==> config.mk <==
export PLATFORM = sky130hd
export DESIGN_NAME = i2c_master_register_transfer
export DESIGN_NICKNAME = d
export VERILOG_FILES = /design/src/rtl/i2cm_pkg.sv /design/src/rtl/i2cm_front.sv /design/src/rtl/i2cm_engine.sv /design/src/rtl/i2c_master_register_transfer.sv
export SDC_FILE = /design/constraint.sdc
export NUM_CORES = 1
export LEC_CHECK = 0
export BUFFER_PORTS_ARGS = -buffer_cell sky130_fd_sc_hd__buf_2
export CORE_MARGIN = 3
export CORE_UTILIZATION = 30
export DETAILED_ROUTE_END_ITERATION = 8
export GPL_ROUTABILITY_DRIVEN = 1
export HOLD_SLACK_MARGIN = 0.12
export PLACE_DENSITY = 0.51
export REMOVE_ABC_BUFFERS = 1
export SKIP_LAST_GASP = 1
export SYNTH_ARGS = -nofsm -noshare
export SYNTH_HDL_FRONTEND = slang
export SYNTH_SLANG_ARGS = --single-unit
==> constraint.sdc <==
create_clock -name clk -period 6.62 [get_ports clk]
set_input_delay 0.662 -clock clk [delete_from_list [all_inputs] [get_ports clk]]
set_output_delay 0.662 -clock clk [all_outputs]
set_load 0.005 [all_outputs]
==> src/rtl/i2cm_pkg.sv <==
// Shared types, constants and codes for the I2C register-transfer master.
`default_nettype none
package i2cm_pkg;

  localparam int BUF_DEPTH = 32;
  localparam int BUF_AW    = (BUF_DEPTH > 1) ? $clog2(BUF_DEPTH) : 1;
  localparam int FILL_W    = $clog2(BUF_DEPTH + 1);

  localparam int IN_DATA_W  = 48;
  localparam int OUT_DATA_W = 16;
  localparam int Q_DEPTH    = 2;

  typedef enum logic [1:0] {
    KIND_TICK  = 2'd0,
    KIND_LOAD  = 2'd1,
    KIND_START = 2'd2,
    KIND_NONE  = 2'd3
  } kind_t;

  typedef enum logic [2:0] {
    ST_OK       = 3'd0,
    ST_DEV_NACK = 3'd1,
    ST_REG_NACK = 3'd2,
    ST_DAT_NACK = 3'd3,
    ST_REFUSED  = 3'd4
  } status_t;

  typedef enum logic [2:0] {
    PH_IDLE,
    PH_START,
    PH_WBIT,
    PH_WACK,
    PH_RBIT,
    PH_RACK,
    PH_STOP
  } phase_t;

  typedef enum logic [2:0] {
    SG_DEVW,
    SG_REGHI,
    SG_REGLO,
    SG_DATA,
    SG_DEVR,
    SG_RDATA
  } stage_t;

  typedef struct packed {
    kind_t       kind;
    logic        sda_in;
    logic [6:0]  dev_addr;
    logic [15:0] reg_addr;
    logic [1:0]  addr_bytes;
    logic        is_read;
    logic [7:0]  transfer_len;
    logic [7:0]  load_byte;
  } in_item_t;

endpackage
`default_nettype wire

==> src/rtl/i2cm_front.sv <==
// Front end: unpack incoming items and hold them in a short queue.
`default_nettype none
module i2cm_front (
  input  wire logic                         clk,
  input  wire logic                         rst_n,
  input  wire logic                         in_tvalid,
  output logic                              in_tready,
  input  wire logic [i2cm_pkg::IN_DATA_W-1:0] in_tdata,
  input  wire logic [1:0]                   in_tuser,
  output logic                              q_valid,
  input  wire logic                         q_ready,
  output i2cm_pkg::in_item_t                q_item
);
  import i2cm_pkg::*;

  in_item_t    mem_r [Q_DEPTH];
  logic        wr_ptr_r, rd_ptr_r;
  logic [1:0]  count_r;
  in_item_t    item;
  logic        push, pop;

  always_comb begin
    item.kind         = kind_t'(in_tuser);
    item.sda_in       = in_tdata[0];
    item.dev_addr     = in_tdata[7:1];
    item.reg_addr     = in_tdata[23:8];
    item.addr_bytes   = in_tdata[25:24];
    item.is_read      = in_tdata[26];
    item.transfer_len = in_tdata[34:27];
    item.load_byte    = in_tdata[42:35];
  end

  assign in_tready = (count_r != 2'(Q_DEPTH));
  assign push      = in_tvalid && in_tready;
  assign q_valid   = (count_r != 2'd0);
  assign pop       = q_valid && q_ready;
  assign q_item    = mem_r[rd_ptr_r];

  always_ff @(posedge clk) begin
    if (push) begin
      mem_r[wr_ptr_r] <= item;
    end
  end

  always_ff @(posedge clk) begin
    if (!rst_n) begin
      wr_ptr_r <= 1'b0;
      rd_ptr_r <= 1'b0;
      count_r  <= 2'd0;
    end else begin
      if (push) begin
        wr_ptr_r <= ~wr_ptr_r;
      end
      if (pop) begin
        rd_ptr_r <= ~rd_ptr_r;
      end
      case ({push, pop})
        2'b10:   count_r <= count_r + 2'd1;
        2'b01:   count_r <= count_r - 2'd1;
        default: count_r <= count_r;
      endcase
    end
  end
endmodule
`default_nettype wire

==> src/rtl/i2cm_engine.sv <==
// Back end: bus waveform sequencer, write buffer and result register.
`default_nettype none
module i2cm_engine (
  input  wire logic                          clk,
  input  wire logic                          rst_n,
  input  wire logic                          q_valid,
  output logic                               q_ready,
  input  wire i2cm_pkg::in_item_t            q_item,
  input  wire logic                          cfg_valid,
  input  wire logic [15:0]                   cfg_data,
  output logic                               out_tvalid,
  input  wire logic                          out_tready,
  output logic [i2cm_pkg::OUT_DATA_W-1:0]    out_tdata,
  output logic                               out_tlast
);
  import i2cm_pkg::*;

  logic [7:0] buf_mem [BUF_DEPTH];

  logic [15:0]       half_r;
  phase_t            phase_r, phase_nxt;
  stage_t            stage_r, stage_nxt;
  logic [1:0]        seg_r, seg_nxt;
  logic              acked_r, acked_nxt;
  logic [15:0]       tick_r, tick_nxt;
  logic [2:0]        bit_r, bit_nxt;
  logic [7:0]        shift_r, shift_nxt;
  logic [7:0]        bidx_r, bidx_nxt;
  logic [FILL_W-1:0] fill_r, fill_nxt;
  logic [6:0]        dev_r, dev_nxt;
  logic [15:0]       reg_r, reg_nxt;
  logic [1:0]        ab_r, ab_nxt;
  logic              rd_r, rd_nxt;
  logic [7:0]        len_r, len_nxt;
  logic [1:0]        lines_r, lines_nxt;
  logic [7:0]        head_r, head_nxt;
  logic [7:0]        pref_r;

  logic              take, seg_end, refuse, wr_en, last;
  logic [16:0]       tick_inc;
  logic [15:0]       h;
  logic              go_wbyte, go_rbyte, go_start, go_stop;
  logic [7:0]        wbyte;
  logic [8:0]        bidx_inc;
  logic [BUF_AW-1:0] pref_addr;

  logic              out_valid_r;
  logic [15:0]       out_data_r;
  logic              out_last_r;
  logic [7:0]        o_data;
  logic              o_valid, o_done;
  status_t           o_status;
  logic [1:0]        o_lines;

  // Item moves from the queue whenever the result slot is free or draining.
  assign take     = q_valid && (!out_valid_r || out_tready);
  assign q_ready  = (!out_valid_r || out_tready);
  assign h        = (half_r == 16'd0) ? 16'd1 : half_r;
  assign tick_inc = {1'b0, tick_r} + 17'd1;
  assign bidx_inc = {1'b0, bidx_r} + 9'd1;
  assign last     = (bidx_inc == {1'b0, len_r});
  assign refuse   = (q_item.kind == KIND_START) &&
                    ((phase_r != PH_IDLE) || (q_item.addr_bytes == 2'd3) ||
                     (!q_item.is_read && ({1'b0, q_item.transfer_len} >
                                          9'(fill_r))));

  // Next state
  always_comb begin
    phase_nxt = phase_r;  stage_nxt = stage_r;  seg_nxt  = seg_r;
    acked_nxt = acked_r;  tick_nxt  = tick_r;   bit_nxt  = bit_r;
    shift_nxt = shift_r;  bidx_nxt  = bidx_r;   fill_nxt = fill_r;
    dev_nxt   = dev_r;    reg_nxt   = reg_r;    ab_nxt   = ab_r;
    rd_nxt    = rd_r;     len_nxt   = len_r;    lines_nxt = lines_r;
    head_nxt  = head_r;
    seg_end = 1'b0; wr_en = 1'b0;
    go_wbyte = 1'b0; go_rbyte = 1'b0; go_start = 1'b0; go_stop = 1'b0;
    wbyte = 8'd0;
    if (take) begin
      case (q_item.kind)
        KIND_TICK: begin
          if (phase_r != PH_IDLE) begin
            if (tick_inc >= {1'b0, h}) begin
              tick_nxt = 16'd0;
              seg_end  = 1'b1;
            end else begin
              tick_nxt = tick_inc[15:0];
            end
          end
        end
        KIND_LOAD: begin
          if (phase_r == PH_IDLE && fill_r < FILL_W'(BUF_DEPTH)) begin
            wr_en    = 1'b1;
            fill_nxt = fill_r + FILL_W'(1);
            if (fill_r == '0) begin
              head_nxt = q_item.load_byte;
            end
          end
        end
        KIND_START: begin
          if (!refuse) begin
            dev_nxt  = q_item.dev_addr;
            reg_nxt  = q_item.reg_addr;
            ab_nxt   = q_item.addr_bytes;
            rd_nxt   = q_item.is_read;
            len_nxt  = q_item.transfer_len;
            if (!q_item.is_read) begin
              fill_nxt = '0;
            end
            bidx_nxt  = 8'd0;
            tick_nxt  = 16'd0;
            stage_nxt = (q_item.is_read && q_item.addr_bytes == 2'd0) ? SG_DEVR : SG_DEVW;
            go_start  = 1'b1;
          end
        end
        default: ;
      endcase
    end

    if (seg_end) begin
      case (phase_r)
        PH_START: begin
          if (seg_r == 2'd0) begin
            seg_nxt = 2'd1; lines_nxt = 2'b10;
          end else if (seg_r == 2'd1) begin
            seg_nxt = 2'd2; lines_nxt = 2'b00;
          end else begin
            go_wbyte = 1'b1;
            wbyte    = {dev_r, (stage_r == SG_DEVR)};
          end
        end
        PH_WBIT: begin
          if (seg_r == 2'd0) begin
            seg_nxt = 2'd1; lines_nxt = {1'b1, shift_r[7]};
          end else if (bit_r == 3'd7) begin
            phase_nxt = PH_WACK; seg_nxt = 2'd0; lines_nxt = 2'b01;
          end else begin
            bit_nxt   = bit_r + 3'd1;
            shift_nxt = {shift_r[6:0], 1'b0};
            seg_nxt   = 2'd0;
            lines_nxt = {1'b0, shift_r[6]};
          end
        end
        PH_WACK: begin
          if (seg_r == 2'd0) begin
            seg_nxt = 2'd1; lines_nxt = 2'b11;
          end else if (seg_r == 2'd1) begin
            acked_nxt = !q_item.sda_in;
            seg_nxt = 2'd2; lines_nxt = 2'b01;
          end else if (!acked_r) begin
            phase_nxt = PH_IDLE;
          end else begin
            case (stage_r)
              SG_DEVW, SG_REGHI, SG_REGLO: begin
                if (stage_r == SG_DEVW && ab_r == 2'd2) begin
                  stage_nxt = SG_REGHI; go_wbyte = 1'b1; wbyte = reg_r[15:8];
                end else if ((stage_r == SG_DEVW && ab_r == 2'd1) ||
                             stage_r == SG_REGHI) begin
                  stage_nxt = SG_REGLO; go_wbyte = 1'b1; wbyte = reg_r[7:0];
                end else if (rd_r) begin
                  stage_nxt = SG_DEVR; go_start = 1'b1;
                end else if (len_r != 8'd0) begin
                  stage_nxt = SG_DATA; bidx_nxt = 8'd0;
                  go_wbyte = 1'b1; wbyte = head_r;
                end else begin
                  go_stop = 1'b1;
                end
              end
              SG_DATA: begin
                bidx_nxt = bidx_inc[7:0];
                if (bidx_inc < {1'b0, len_r}) begin
                  go_wbyte = 1'b1; wbyte = pref_r;
                end else begin
                  go_stop = 1'b1;
                end
              end
              default: begin
                if (len_r == 8'd0) begin
                  go_stop = 1'b1;
                end else begin
                  stage_nxt = SG_RDATA; bidx_nxt = 8'd0; go_rbyte = 1'b1;
                end
              end
            endcase
          end
        end
        PH_RBIT: begin
          if (seg_r == 2'd0) begin
            shift_nxt = {shift_r[6:0], q_item.sda_in};
            seg_nxt = 2'd1; lines_nxt = 2'b01;
          end else if (bit_r == 3'd7) begin
            phase_nxt = PH_RACK; seg_nxt = 2'd0; lines_nxt = {1'b1, last};
          end else begin
            bit_nxt = bit_r + 3'd1; seg_nxt = 2'd0; lines_nxt = 2'b11;
          end
        end
        PH_RACK: begin
          if (seg_r == 2'd0) begin
            seg_nxt = 2'd1; lines_nxt = {1'b0, last};
          end else begin
            bidx_nxt = bidx_inc[7:0];
            if (bidx_inc < {1'b0, len_r}) begin
              go_rbyte = 1'b1;
            end else begin
              go_stop = 1'b1;
            end
          end
        end
        PH_STOP: begin
          lines_nxt = 2'b11;
          phase_nxt = PH_IDLE;
        end
        default: phase_nxt = PH_IDLE;
      endcase
    end

    if (go_start) begin
      phase_nxt = PH_START; seg_nxt = 2'd0; lines_nxt = 2'b11;
    end
    if (go_wbyte) begin
      phase_nxt = PH_WBIT; shift_nxt = wbyte; bit_nxt = 3'd0;
      seg_nxt = 2'd0; lines_nxt = {1'b0, wbyte[7]};
    end
    if (go_rbyte) begin
      phase_nxt = PH_RBIT; shift_nxt = 8'd0; bit_nxt = 3'd0;
      seg_nxt = 2'd0; lines_nxt = 2'b11;
    end
    if (go_stop) begin
      phase_nxt = PH_STOP; lines_nxt = 2'b10;
    end
  end

  // Result fields
  always_comb begin
    o_valid  = seg_end && (phase_r == PH_RBIT) && (seg_r == 2'd0) && (bit_r == 3'd7);
    o_data   = o_valid ? {shift_r[6:0], q_item.sda_in} : 8'd0;
    o_done   = 1'b0;
    o_status = ST_OK;
    if (take && q_item.kind == KIND_START && refuse) begin
      o_done = 1'b1; o_status = ST_REFUSED;
    end else if (seg_end && phase_r == PH_STOP) begin
      o_done = 1'b1;
    end else if (seg_end && phase_r == PH_WACK && seg_r == 2'd2 && !acked_r) begin
      o_done = 1'b1;
      case (stage_r)
        SG_DEVW, SG_DEVR: o_status = ST_DEV_NACK;
        SG_DATA:          o_status = ST_DAT_NACK;
        default:          o_status = ST_REG_NACK;
      endcase
    end
    o_lines = (q_item.kind == KIND_START) ? lines_nxt : lines_r;
  end

  // Keep the next data byte staged one entry ahead of byte index.
  assign pref_addr = bidx_nxt[BUF_AW-1:0] + BUF_AW'(1);

  always_ff @(posedge clk) begin
    if (wr_en) begin
      buf_mem[fill_r[BUF_AW-1:0]] <= q_item.load_byte;
    end
    pref_r <= buf_mem[pref_addr];
  end

  always_ff @(posedge clk) begin
    shift_r <= shift_nxt;
    dev_r   <= dev_nxt;
    reg_r   <= reg_nxt;
    head_r  <= head_nxt;
    if (take) begin
      out_data_r <= {(phase_nxt != PH_IDLE), o_status, o_done, o_valid, o_data,
                     o_lines[0], o_lines[1]};
      out_last_r <= o_valid && last;
    end
  end

  always_ff @(posedge clk) begin
    if (!rst_n) begin
      half_r      <= 16'd5;
      phase_r     <= PH_IDLE;
      stage_r     <= SG_DEVW;
      seg_r       <= 2'd0;
      acked_r     <= 1'b0;
      tick_r      <= 16'd0;
      bit_r       <= 3'd0;
      bidx_r      <= 8'd0;
      fill_r      <= '0;
      ab_r        <= 2'd0;
      rd_r        <= 1'b0;
      len_r       <= 8'd0;
      lines_r     <= 2'b11;
      out_valid_r <= 1'b0;
    end else begin
      if (cfg_valid) begin
        half_r <= cfg_data;
      end
      phase_r <= phase_nxt;
      stage_r <= stage_nxt;
      seg_r   <= seg_nxt;
      acked_r <= acked_nxt;
      tick_r  <= tick_nxt;
      bit_r   <= bit_nxt;
      bidx_r  <= bidx_nxt;
      fill_r  <= fill_nxt;
      ab_r    <= ab_nxt;
      rd_r    <= rd_nxt;
      len_r   <= len_nxt;
      lines_r <= lines_nxt;
      if (take) begin
        out_valid_r <= 1'b1;
      end else if (out_tready) begin
        out_valid_r <= 1'b0;
      end
    end
  end

  assign out_tvalid = out_valid_r;
  assign out_tdata  = out_data_r;
  assign out_tlast  = out_last_r;
endmodule
`default_nettype wire

==> src/rtl/i2c_master_register_transfer.sv <==
// Top level of the tick-paced I2C master for register transfers.
`default_nettype none
// Usage: every input item produces exactly one result item, in order. The
// block takes one item per clock when the result side keeps up; a two-item
// queue sits in front of the sequencer and a result register behind it, so
// either side may stall on its own. Tick items (tuser 0) advance the SCL/SDA
// waveform; each waveform segment lasts half_period_ticks ticks (0 acts as
// 1). Load items (tuser 1) append a byte to the 32-byte write buffer while
// idle; start items (tuser 2) launch a transfer or are refused with status 4.
// Write half_period_ticks through the cfg port only while the block is idle;
// the new value applies at once. The buffer is a memory with a registered
// read port that keeps the next data byte staged; its contents are not
// cleared at reset. A NACK from the target aborts without a STOP condition.
module i2c_master_register_transfer (
  input  wire logic        clk,
  input  wire logic        rst_n,
  input  wire logic        in_tvalid,
  output logic             in_tready,
  // sda_in[0], dev_addr[7:1], reg_addr[23:8], addr_bytes[25:24],
  // is_read[26], transfer_len[34:27], load_byte[42:35], zeros above
  input  wire logic [47:0] in_tdata,
  // kind[1:0]
  input  wire logic [1:0]  in_tuser,
  output logic             out_tvalid,
  input  wire logic        out_tready,
  // scl_out[0], sda_out[1], read_data[9:2], read_valid[10], done_res[11],
  // status[14:12], busy_res[15]
  output logic [15:0]      out_tdata,
  // read_last
  output logic             out_tlast,
  input  wire logic        cfg_valid,
  output logic             cfg_ready,
  input  wire logic [15:0] cfg_data
);
  import i2cm_pkg::*;

  logic     q_valid, q_ready;
  in_item_t q_item;

  // Config writes are always taken.
  assign cfg_ready = 1'b1;

  i2cm_front u_front (
    .clk       (clk),
    .rst_n     (rst_n),
    .in_tvalid (in_tvalid),
    .in_tready (in_tready),
    .in_tdata  (in_tdata),
    .in_tuser  (in_tuser),
    .q_valid   (q_valid),
    .q_ready   (q_ready),
    .q_item    (q_item)
  );

  i2cm_engine u_engine (
    .clk        (clk),
    .rst_n      (rst_n),
    .q_valid    (q_valid),
    .q_ready    (q_ready),
    .q_item     (q_item),
    .cfg_valid  (cfg_valid),
    .cfg_data   (cfg_data),
    .out_tvalid (out_tvalid),
    .out_tready (out_tready),
    .out_tdata  (out_tdata),
    .out_tlast  (out_tlast)
  );
endmodule
`default_nettype wire

# ---- After elaboration in Yosys (flattened, before gate mapping)
# Memory sizes are Yosys's and may differ from the RTL's. A register that Yosys moved wholly into a read port is not among the register bits.
# Cells that the tools add are included.
dict set report totals {
  regBits 132
  mem_count 2
  elab_cells 299
  out_inout_bits 20
  mem_bits_rw 346
  inputBits 71
}
# name depth width rd rd_ports_with_merged_regs wr line
set memory_table {}
lappend memory_table {u_engine.buf_mem 32 8 1 1 1 i2cm_engine.sv:18} ;# logic [7:0] buf_mem [BUF_DEPTH];
lappend memory_table {u_front.mem_r 2 45 1 1 1 i2cm_front.sv:16} ;# in_item_t mem_r [Q_DEPTH];
dict set report op_classes {
  reduce_logical 63
  eq_ne 31
  bitwise 7
  n_lt_le_gt_ge 4
  addsub 7
  muxes 158
}
# cell count
set op_table {}
lappend op_table {{2-to-1 mux 8 bit} 29}
lappend op_table {{2-to-1 mux 3 bit} 28}
lappend op_table {{one-hot mux 8 bit (2 select lines)} 5}
lappend op_table {{2-to-1 mux 16 bit} 4}
lappend op_table {{2-to-1 mux 1 bit} 60}
lappend op_table {{2-to-1 mux 2 bit} 16}
lappend op_table {{one-hot mux 16 bit (2 select lines)} 1}
lappend op_table {{AND reduction 4 bit} 5}
lappend op_table {{logical AND 1 bit} 18}
lappend op_table {{2-to-1 mux 6 bit} 3}
lappend op_table {{adder 16 x 1 -> 17 bit (second input constant)} 1}
lappend op_table {{>= comparator 17 x 16 -> 1 bit} 1}
lappend op_table {{logical NOT 16 bit} 1}
lappend op_table {{== test 3 bit (second input constant)} 5}
lappend op_table {{== test 3 x 2 -> 1 bit (second input constant)} 4}
lappend op_table {{one-hot mux 2 bit (6 select lines)} 1}
lappend op_table {{one-hot mux 3 bit (4 select lines)} 1}
lappend op_table {{one-hot mux 6 bit (2 select lines)} 1}
lappend op_table {{nonzero test 2 bit} 6}
lappend op_table {{nonzero test 3 bit} 4}
lappend op_table {{== test 2 bit (second input constant)} 5}
lappend op_table {{one-hot mux 1 bit (2 select lines)} 5}
lappend op_table {{AND reduction 5 bit} 2}
lappend op_table {{OR reduction 2 bit} 5}
lappend op_table {{other kinds (30)} 59}

# ---- Logic depth before layout (Yosys ltp)
# Gate-level depths: netlist of the first run.
dict set report depth {
  ltp_word 21
  mapped_depth 27
  mapped_depth_nobuf 22
}

# ---- Hierarchy
# A second synthesis of the first run with hierarchy kept.
dict set report unflattened {
  cells_unflattened 1456
  hier_area_um2 21002.6
}
# module instances seq_area_each_um2 area_per_inst_um2 cells_per_inst
set modules_own_cells {}
lappend modules_own_cells {i2cm_engine 1 10890.4 17521.8 1290}
lappend modules_own_cells {i2cm_front 1 2802.7 3469.6 164}
lappend modules_own_cells {i2c_master_register_transfer 1 0.0 11.3 2}

# ---- Worst setup path before layout of the first run
# OpenSTA, ideal clock, no wires.
dict set report synth_timing {
  path_type {reg2reg}
  startpoint {register u_engine.tick_r[0]}
  endpoint {register u_engine.pref_r[6], read port of u_engine.buf_mem}
  period_less_slack_ns 5.554
  n_path_buf 6
  setup_slack_ns 1.066
  t_arrival_ns 5.437
  stages_incl_launch_ff 24
  required_ns 6.504
  setup_time_ns 0.116
  cell_sequence {dfxtp_1 > ha_1 > and3_1 > clkbuf_1 > and4_4 > and2_1 > clkbuf_1 > xor2_1 > ha_1 > and4_1 > a2111o_1 > a211o_1 > and2_4 > a32oi_4 > buf_8 > inv_2 > ha_1 > clkbuf_1 > clkbuf_1 > clkbuf_1 > mux4_2 > mux2i_1 > nand3_1 > o211a_1}
}
dict set report synth_via {
  elab_chain_len 8
}
# element line
set synth_lines {}
lappend synth_lines {{start: declaration} i2cm_engine.sv:25} ;# logic [15:0] tick_r, tick_nxt;
lappend synth_lines {{start signal: assignment} i2cm_engine.sv:299} ;# tick_r <= tick_nxt;
lappend synth_lines {{adder 16 x 1 -> 17 bit} i2cm_engine.sv:59} ;# assign tick_inc = {1'b0, tick_r} + 17'd1;
lappend synth_lines {{>= comparator 17 x 16 -> 1 bit} i2cm_engine.sv:82} ;# if (tick_inc >= {1'b0, h}) begin
lappend synth_lines {{2-to-1 mux 1 bit} i2cm_engine.sv:82}
lappend synth_lines {{2-to-1 mux 1 bit} i2cm_engine.sv:81} ;# if (phase_r != PH_IDLE) begin
lappend synth_lines {{2-to-1 mux 1 bit} i2cm_engine.sv:79} ;# case (q_item.kind)
lappend synth_lines {{2-to-1 mux 1 bit} i2cm_engine.sv:78} ;# if (take) begin
lappend synth_lines {{2-to-1 mux 8 bit} i2cm_engine.sv:119} ;# if (seg_end) begin
lappend synth_lines {{net u_engine.bidx_nxt[0]} i2cm_engine.sv:28} ;# logic [7:0] bidx_r, bidx_nxt;
lappend synth_lines {{adder 5 x 1 -> 5 bit} i2cm_engine.sv:254} ;# assign pref_addr = bidx_nxt[BUF_AW-1:0] + BUF_AW'(1);
lappend synth_lines {{end: declaration} i2cm_engine.sv:37} ;# logic [7:0] pref_r;
# The timed path passes the listed nets, and every way through them passes these cells.
# A chain may end at the register's enable or synchronous reset.

# ---- Worst setup path in the final report of the first run
dict set report layout_timing {
  startpoint {register u_engine.tick_r[0]}
  endpoint {register u_engine.pref_r[0], read port of u_engine.buf_mem}
}
# Same word-level chain as after synthesis.

==> results.cfg, run 1 <==
[run_status]
status = finished, final reports clean

[synthesis]
netlist_top_cells_area = edfxtp_1 56%, dfxtp_1 8.8%, mux2i_1 5.4%, mux4_2 3.5%, nor2_1 3.2%
synth_common_cells = 394 x edfxtp_1, 177 x nor2_1, 114 x mux2i_1, 93 x dfxtp_1, 56 x nand2_1
avgSynthCellArea_sq_um = 13.9
ys_seq_area_share_pct = 65.1
yosysTopAreaCell = edfxtp_1
syn_inst = 1513
synth_fa_ha_area_share_pct = 2.38
ys_ff_latch = 487
synthArstFlopShare_pct = 0
synth_flop_cell = edfxtp_1
muxShareOfSynthArea_pct = 11.8
synth_area_sq_um = 21000
synth_compound_area_share_pct = 7.82
yosys.area_share.simple_pct = 8.64
synth.most_common_cell = edfxtp_1
synth_enable_flop_cells = 394
synth_top_area_share_pct = 56.2
synth_top_family_by_area = multiplexers
yosys.cell_types.count = 85
synth_warnings = 0
synth-xor-area-share_pct = 1.53

[layout]
multi_input_area_sq_um = 6810
fillers = 6671
ff_latch_area_sq_um = 13700
final_nets = 1705
fin_util_pct = 35.2
area_growth_pct = 15.4
drive_above_1_share_pct = 18.1
antenna_cells = 0

[global_routing]
antenna_found_initial = 3
grt_pass1_vias = 12500
overflow = 0
grt_max_degree = 113
grt_pass1_wl_um = 76800
grt.total_usage_pct = 13.5

[clock_network]
cts_setup_buffers = 0
htreeDepth = 2
cts_tree = done
hold_buffers = 0
cts_buffers = 52
ctsResizeCount = 0
clock_path_buffers = 3
clk_latency_ns = 0.61
root_buffer = clkbuf_16
cts.clk_slew.worst_paths_ns = 0.06
cts_sinks = 487

[die]
io_pins = 91
rows = 96
core_sq_um = 69100
start_util_pct = 30.5
floorplan.die_area_sq_um = 73400
die_y_um = 271
die-width_um = 271

[sta]
min_period_ns = 5.94
clock_skew_ns = 0.0398
setup_violations = 0
fin_crit_sh_pct = 89.7
relSlewSlack_pct = 23.6
fmax_mhz = 168
hold_viol = 0
slew_viol_final = 0
rsz0062_at_grt = no
worst_slew_pin_slew_ns = 1.15
setup_tns_ns = 0

[routing]
num_vias = 12500
wl_um = 50600
drc = 0
drt-initial-drc-count = 957
via_per_inst = 4.88
ant_nets = 0
avgRoutedWirePerCell_um = 19.7
firstDrtPassIters = 5

[power]
peakVddDrop_uv = 221
pwr_density_cell_nw_per_um2 = 316
p_leak_nw = 8.65

[worst_setup_path]
worstSetupPathType = reg -> reg
cp-end-kind = flip-flop
cp.required_ns = 7.12
cp.arrival_ns = 6.43
path_max_fanout = 22
critPathLaunchType = flip-flop

[min_path]
hold_path.class = in -> reg

[place]
place_hpwl_um = 33400
io_buffers = 84
gp_congestion = 0.790

[job]
cap_violations = 0
## cell type report
type	instances	area share (%)
Inverter	52	0.804
Clock buffer	66	5.83
Multi-Input combinational cell	897	28.0
Clock inverter	31	1.65
Tap cell	931	4.80
Sequential cell	487	56.4
Timing Repair Buffer	104	2.50
## power by group
part | switching [mW] | leakage (nW) | internal [mW]
clock | 1.22 | 0.884 | 1.83
sequential | 0.0870 | 4.34 | 3.67
combinational | 0.584 | 3.43 | 0.279
## stage by stage
stage	cells	hold slack [ns]	total power [mW]	setup WS, ns	cell area (sq um)
CTS	2568	0.193	7.77	0.700	24300
global placement	2471	0.462	4.67	0.755	22500
finish	2568	0.239	7.67	0.684	24300
detailed placement	2471	0.469	4.70	0.708	22500
global route	2568	0.207	7.99	0.318	24300
floorplan	1436	0.442	4.32	-2.71	20700
## metal layers
| metal | up-vias | routed length [um] | global-route usage (%) | share of wire, % |
|---|---|---|---|---|
| met5 | - | 19 | 0 | 0.038 |
| met4 | 4 | 1050 | 3.46 | 2.1 |
| met3 | 73 | 2850 | 2.94 | 5.6 |
| met2 | 305 | 23600 | 21.8 | 47 |
| met1 | 6218 | 23100 | 18.5 | 46 |
| li1 | 5943 | - | - | - |
## flip-flops by register name (all words and copies together), names as in the netlist, 3 cells and up, named ones only
register	count
u_engine.bidx_r	8
u_engine.bit_r	3
u_engine.buf_mem	256
u_engine.dev_r	7
u_engine.fill_r	6
u_engine.half_r	16
u_engine.head_r	8
u_engine.len_r	8
u_engine.out_tdata	16
u_engine.phase_r	3
u_engine.pref_r	8
u_engine.reg_r	16
u_engine.shift_r	8
u_engine.stage_r	3
u_engine.tick_r	16
u_front.mem_r	90
## path summary, 6_finish.rpt
path | cells past startpoint | to | slack [ns] | start
min | 1 | u_front.mem_r[1][2]$_DFFE_PP_ | 0.24 | in_tdata[37]
max reg2reg | 20 | u_engine.pref_r[0]$_DFF_P_ | 0.68 | u_engine.tick_r[0]$_SDFFE_PN0P_
min reg2reg | 2 | u_engine.len_r[3]$_SDFFE_PN0P_ | 0.47 | u_engine.len_r[3]$_SDFFE_PN0P_
max | 20 | u_engine.pref_r[0]$_DFF_P_ | 0.68 | u_engine.tick_r[0]$_SDFFE_PN0P_
## worst max-delay path: stages (launching register included)
cell	delay, ns
dfxtp_1	0.41
nand3_1	0.21
nor2_1	0.25
and3_1	0.28
and3_1	0.31
nand3_1	0.18
nor2_1	0.16
xor2_1	0.22
ha_1	0.28
o21a_1	0.19
a21o_1	0.22
a211o_1	0.32
and2_4	0.24
a32oi_4	0.32
inv_2	0.06
ha_2	0.78
buf_12	0.27
mux2_2	0.35
a211oi_1	0.36
nor3_1	0.08
o32a_1	0.30
## placed cells by master, fill, tap and decap left out, types with 8 or more instances in the layout
cell       synthesis  routed
nor3_1            31      31
xor2_1            16      16
ha_1              40      39
dfxtp_1           93      92
nand3_1           29      29
nor4_1             9       9
clkinv_1           2      10
nand4_1           12      12
a22oi_1            9       9
nor2_1           177     176
mux2_2            54      54
a21oi_1           49      49
mux2i_1          114     114
a31oi_1            9       9
or3_1             12      12
bufinv_16          0       8
a211oi_1          36      36
a221oi_1           9       9
and2_1            13      13
clkinv_2           0      11
o21a_1             8       8
edfxtp_1         394     394
inv_1             48      47
mux4_2            33      33
buf_2             10      84
o31ai_1           12      12
buf_4              6      17
clkbuf_1          49       9
clkbuf_16          0      53
o21ai_0           29      29
xnor2_1           17      17
nand2_1           56      56
## cells by family after synthesis
group / count (synthesis)
simple gates: 389
xor+xnor: 35
fa+ha+maj: 40
other cells: 1
compound gates: 231
flops: 487
mux: 201
buf+inv: 129
(Power assumes the default switching activity.)
==> inputs of run 2 (changes only) <==
Settings changed: CTS_BUF_LIST from default to sky130_fd_sc_hd__clkbuf_4, SETUP_SLACK_MARGIN from default to 0.05.
==> results.cfg, run 2 (synthesis results as in run 1) <==
[worst_setup_path]
cp.required_ns = 7.43
worst-r2r-cell-count = 20
critPathLaunch = u_engine.tick_r[0]$_SDFFE_PN0P_
worstSetupPathType = reg -> reg
slowest_stage = ha_2
r2r_end = u_engine.pref_r[0]$_DFF_P_
ff2ff_setup_slack_ns = 0.69
cp-end-kind = flip-flop
cp.depth = 20
cp.arrival_ns = 6.74
critPathTopFamily = compound AO/OA/AOI/OAI gates
cp-endpoint = u_engine.pref_r[0]$_DFF_P_
path_max_fanout = 22
worstPathCellList = nand3_1 > nor2_1 > and3_1 > and3_1 > nand3_1 > nor2_1 > xor2_1 > ha_1 > o21a_1 > a21o_1 > a211o_1 > and2_4 > a32oi_4 > inv_2 > ha_2 > buf_12 > mux2_2 > a211oi_1 > nor3_1 > o32a_1
critPathLaunchType = flip-flop
r2r-start = u_engine.tick_r[0]$_SDFFE_PN0P_
critPathMaxStageDelay_ns = 0.78
crit_buf_inv = 2

[routing]
drc = 0
wl_um = 51900
firstDrtPassIters = 5
num_vias = 13400
drt-initial-drc-count = 1006
ant_nets = 0
via_per_inst = 4.85
avgRoutedWirePerCell_um = 18.8

[sta]
fin_hold_ws_ns = 0.272
fin_crit_sh_pct = 89.6
slew_viol_final = 0
hold_viol = 0
fmax_mhz = 168
min_period_ns = 5.93
worst_slew_pin_slew_ns = 1.16
clock_skew_ns = 0.0668
relSlewSlack_pct = 22.5
setup_violations = 0
rsz0062_at_grt = no

[place]
place_inst = 2471
gp_congestion = 0.790
place_hpwl_um = 33400
placed_area_sq_um = 22500
io_buffers = 84

[run_status]
status = finished, final reports clean

[layout]
fillers = 6736
final_common_cell = edfxtp_1
design_area_sq_um = 24800
final_nets = 1851
area_growth_pct = 17.9
largest_register_ffs = 256
drive_above_1_share_pct = 23.3
layout_common_cells = 394 x edfxtp_1, 195 x clkbuf_4, 176 x nor2_1, 114 x mux2i_1, 92 x dfxtp_1
fin_cells = 2766

[clock_network]
clock_path_buffers = 3
htreeDepth = 4
cts_sinks = 487
cts_tree = done
clk_latency_ns = 0.93
root_buffer = clkbuf_4
cts_buffers = 131
cts.clk_slew.worst_paths_ns = 0.06

[min_path]
hold_path.class = in -> reg

[die]
start_util_pct = 30.5
floorplan.die_area_sq_um = 73400
io_pins = 91
core_sq_um = 69100
rows = 96
die_y_um = 271
die-width_um = 271

[global_routing]
overflow = 0
grt_max_degree = 113
grt_pass1_wl_um = 79400
antenna_found_initial = 3
grt.total_usage_pct = 14.1
grt_pass1_vias = 13500

[power]
pwr_density_cell_nw_per_um2 = 295
peakVddDrop_uv = 237
p_leak_nw = 9.02

[job]
cap_violations = 0
-- run 2: tightest hold or removal path, cell delays in order --
cell,delay (ns)
buf_2,0.25
mux2i_1,0.17
nor2_1,0.07
-- run 2: worst min-delay path by stage --
| stage | from | endpoint | slack [ns] | cells past startpoint |
|---|---|---|---|---|
| CTS | cfg_valid | u_engine.half_r[1]$_SDFFE_PN0P_ | 0.13 | 3 |
| finish | cfg_valid | u_engine.half_r[1]$_SDFFE_PN0P_ | 0.27 | 3 |
| global placement | u_engine.len_r[2]$_SDFFE_PN0P_ | u_engine.len_r[2]$_SDFFE_PN0P_ | 0.46 | 2 |
| detailed placement | u_engine.len_r[1]$_SDFFE_PN0P_ | u_engine.len_r[1]$_SDFFE_PN0P_ | 0.47 | 2 |
| floorplan | u_engine.half_r[0]$_SDFFE_PN1P_ | u_engine.half_r[0]$_SDFFE_PN1P_ | 0.44 | 2 |
| global route | cfg_valid | u_engine.half_r[1]$_SDFFE_PN0P_ | 0.19 | 3 |
-- run 2: final cells by class --
class	instances	area, sq um	share of cell area, %
sequential	487	13700	55.2
multi-input combinational	897	6810	27.5
clock buffer	195	1460	5.90
timing repair buffer	171	1280	5.15
tap	931	1160	4.70
inverter	52	195	0.787
clock inverter	30	191	0.772
antenna	3	7.51	0.0303
-- run 2: report_power, final --
part	internal [mW]	switching, mW
registers	3.67	0.0874
logic	0.305	0.594
clock network	1.39	1.25
total	5.37	1.94
-- run 2: repair_timing --
| action | 4_1_cts | 5_1_grt |
|---|---|---|
| gates resized for setup | 0 | 0 |
| buffers inserted | 0 | 0 |
| hold buffers | 67 | 0 |
| endpoints found under the hold margin | 114 | 0 |
-- run 2: stage by stage --
| stage | power, mW | setup slack, ns | util (%) | TNS, ns |
|---|---|---|---|---|
| finish | 7.31 | 0.685 | 35.9 | 0 |
| global route | 7.71 | 0.256 | 35.9 | 0 |
| CTS | 7.43 | 0.662 | 35.9 | 0 |
| detailed placement | 4.70 | 0.708 | 32.5 | 0 |
| global placement | 4.67 | 0.755 | 32.5 | 0 |
| floorplan | 4.32 | -2.71 | - | -21.64 |
-- run 2: metal layers --
metal / up-vias / wire length (um) / track usage [%]
met1: 6610 / 23200 / 18.6
met2: 419 / 24500 / 22.4
li1: 6316 / - / -
met5: - / 0 / 0
met3: 69 / 3410 / 3.82
met4: 0 / 816 / 5.01
==> inputs of run 3 (changes only) <==
Settings changed: BUFFER_PORTS_ARGS -buffer_cell sky130_fd_sc_hd__buf_2 to default, DONT_BUFFER_PORTS from default to 1, PLACE_DENSITY 0.51 to 0.5.
==> results.cfg, run 3 (synthesis results as in run 1) <==
[clock_network]
clock_path_buffers = 3
clk_latency_ns = 0.95
cts_setup_buffers = 0
root_buffer = clkbuf_4
cts_sinks = 487
cts.clk_slew.worst_paths_ns = 0.07
htreeDepth = 4
cts_tree = done
cts_buffers = 131

[run_status]
status = finished, final reports clean

[sta]
fin_hold_ws_ns = 0.267
clock_skew_ns = 0.0721
setup_violations = 0
relSlewSlack_pct = 16.9
fmax_mhz = 170
rsz0062_at_grt = no
setup_slack_ns = 0.754
min_period_ns = 5.87
hold_viol = 0
fin_crit_sh_pct = 88.6
slew_viol_final = 0
worst_slew_pin_slew_ns = 1.25

[power]
pwr_density_cell_nw_per_um2 = 299
peakVddDrop_uv = 259
p_leak_nw = 8.70

[routing]
via_per_inst = 4.88
firstDrtPassIters = 5
drt-initial-drc-count = 987
num_vias = 13100
drc = 0
wl_um = 51900
ant_nets = 0
avgRoutedWirePerCell_um = 19.4

[die]
die_y_um = 271
io_pins = 91
die-width_um = 271
floorplan.die_area_sq_um = 73400
start_util_pct = 30.5
core_sq_um = 69100
rows = 96

[layout]
final_nets = 1766
drive_above_1_share_pct = 19.5
largest_register_ffs = 256
final_common_cell = edfxtp_1
layout_common_cells = 394 x edfxtp_1, 193 x clkbuf_4, 176 x nor2_1, 114 x mux2i_1, 92 x dfxtp_1
fillers = 6790
area_growth_pct = 15.8

[global_routing]
overflow = 0
antenna_found_initial = 3
grt_pass1_vias = 13600
grt_pass1_wl_um = 79700
grt_max_degree = 113
grt.total_usage_pct = 14.2

[job]
cap_violations = 0

[place]
io_buffers = 0
gp_congestion = 0.806
dp_slack_ns = 0.683
place_hpwl_um = 33100

[min_path]
hold_path.class = in -> reg

[worst_setup_path]
critPathLaunchType = flip-flop
cp.required_ns = 7.43
cp-end-kind = flip-flop
ff2ff_setup_slack_ns = 0.75
worstSetupPathType = reg -> reg
path_max_fanout = 17
cp.arrival_ns = 6.67
[run 3: cell count changes in the layout (fill, tap and decap cells not counted), moves of 3 or more]
cell / before / now
diode_2: 3 / 9
buf_2: 84 / 0
clkinv_1: 17 / 12
clkinv_4: 4 / 1
[run 3: worst max-delay path, cell delays in order (launching register included)]
cell and delay (ns):
dfxtp_1 0.41, nand3_1 0.20, nor2_1 0.24, and3_1 0.30
and3_1 0.32, nand3_1 0.20, nor2_1 0.18, xor2_1 0.22
ha_1 0.28, o21a_1 0.19, a21o_1 0.22, a211o_1 0.32
and2_4 0.23, a32oi_4 0.30, inv_2 0.07, ha_2 0.69
buf_4 0.32, mux2_2 0.36, a211oi_1 0.34, nor3_1 0.08
o32a_1 0.29
[run 3: area by class of cell]
cell class / count / area [sq um] / share of cell area, %
inverter: 52 / 195 / 0.800
clock inverter: 24 / 198 / 0.811
multi-input combinational: 897 / 6810 / 27.9
tap: 931 / 1160 / 4.78
sequential: 487 / 13700 / 56.2
antenna: 9 / 22.5 / 0.0924
timing repair buffer: 86 / 848 / 3.48
clock buffer: 193 / 1450 / 5.94
[run 3: metal layers]
| metal | up-vias | part of all wire, % | GRT usage, % |
|---|---|---|---|
| met5 | - | 0 | 0 |
| met3 | 89 | 6.2 | 4.13 |
| met4 | 0 | 2.3 | 5.24 |
| met1 | 6443 | 45 | 18.7 |
| li1 | 6143 | - | - |
| met2 | 388 | 46 | 22.3 |
[run 3: per-stage QoR]
stage | instances | setup TNS (ns) | util, % | total power [mW] | cell area [sq um]
4_1_cts | 2670 | 0 | 35.3 | 7.42 | 24400
2_1_floorplan | 1436 | -21.64 | - | 4.32 | 20700
3_5_place_dp | 2387 | 0 | 31.9 | 4.65 | 22100
6_report | 2679 | 0 | 35.3 | 7.30 | 24400
3_3_place_gp | 2387 | 0 | 31.9 | 4.63 | 22100
5_1_grt | 2679 | 0 | 35.3 | 7.68 | 24400
[run 3: worst paths after layout]
check	from	to	cells after the start
max	u_engine.tick_r[0]$_SDFFE_PN0P_	u_engine.pref_r[1]$_DFF_P_	20
min	rst_n	u_engine.tick_r[0]$_SDFFE_PN0P_	3
max reg2reg	u_engine.tick_r[0]$_SDFFE_PN0P_	u_engine.pref_r[1]$_DFF_P_	20
min reg2reg	u_engine.len_r[3]$_SDFFE_PN0P_	u_engine.len_r[3]$_SDFFE_PN0P_	2
[run 3: power by group]
part,internal [mW],switching [mW],total (mW)
logic,0.267,0.572,0.839
registers,3.68,0.107,3.78
clock network,1.44,1.23,2.68
total,5.39,1.91,7.30
[run 3: repair_timing]
item,CTS,global route
hold buffers,66,0
resized for setup,0,0
hold endpoints to repair,132,0
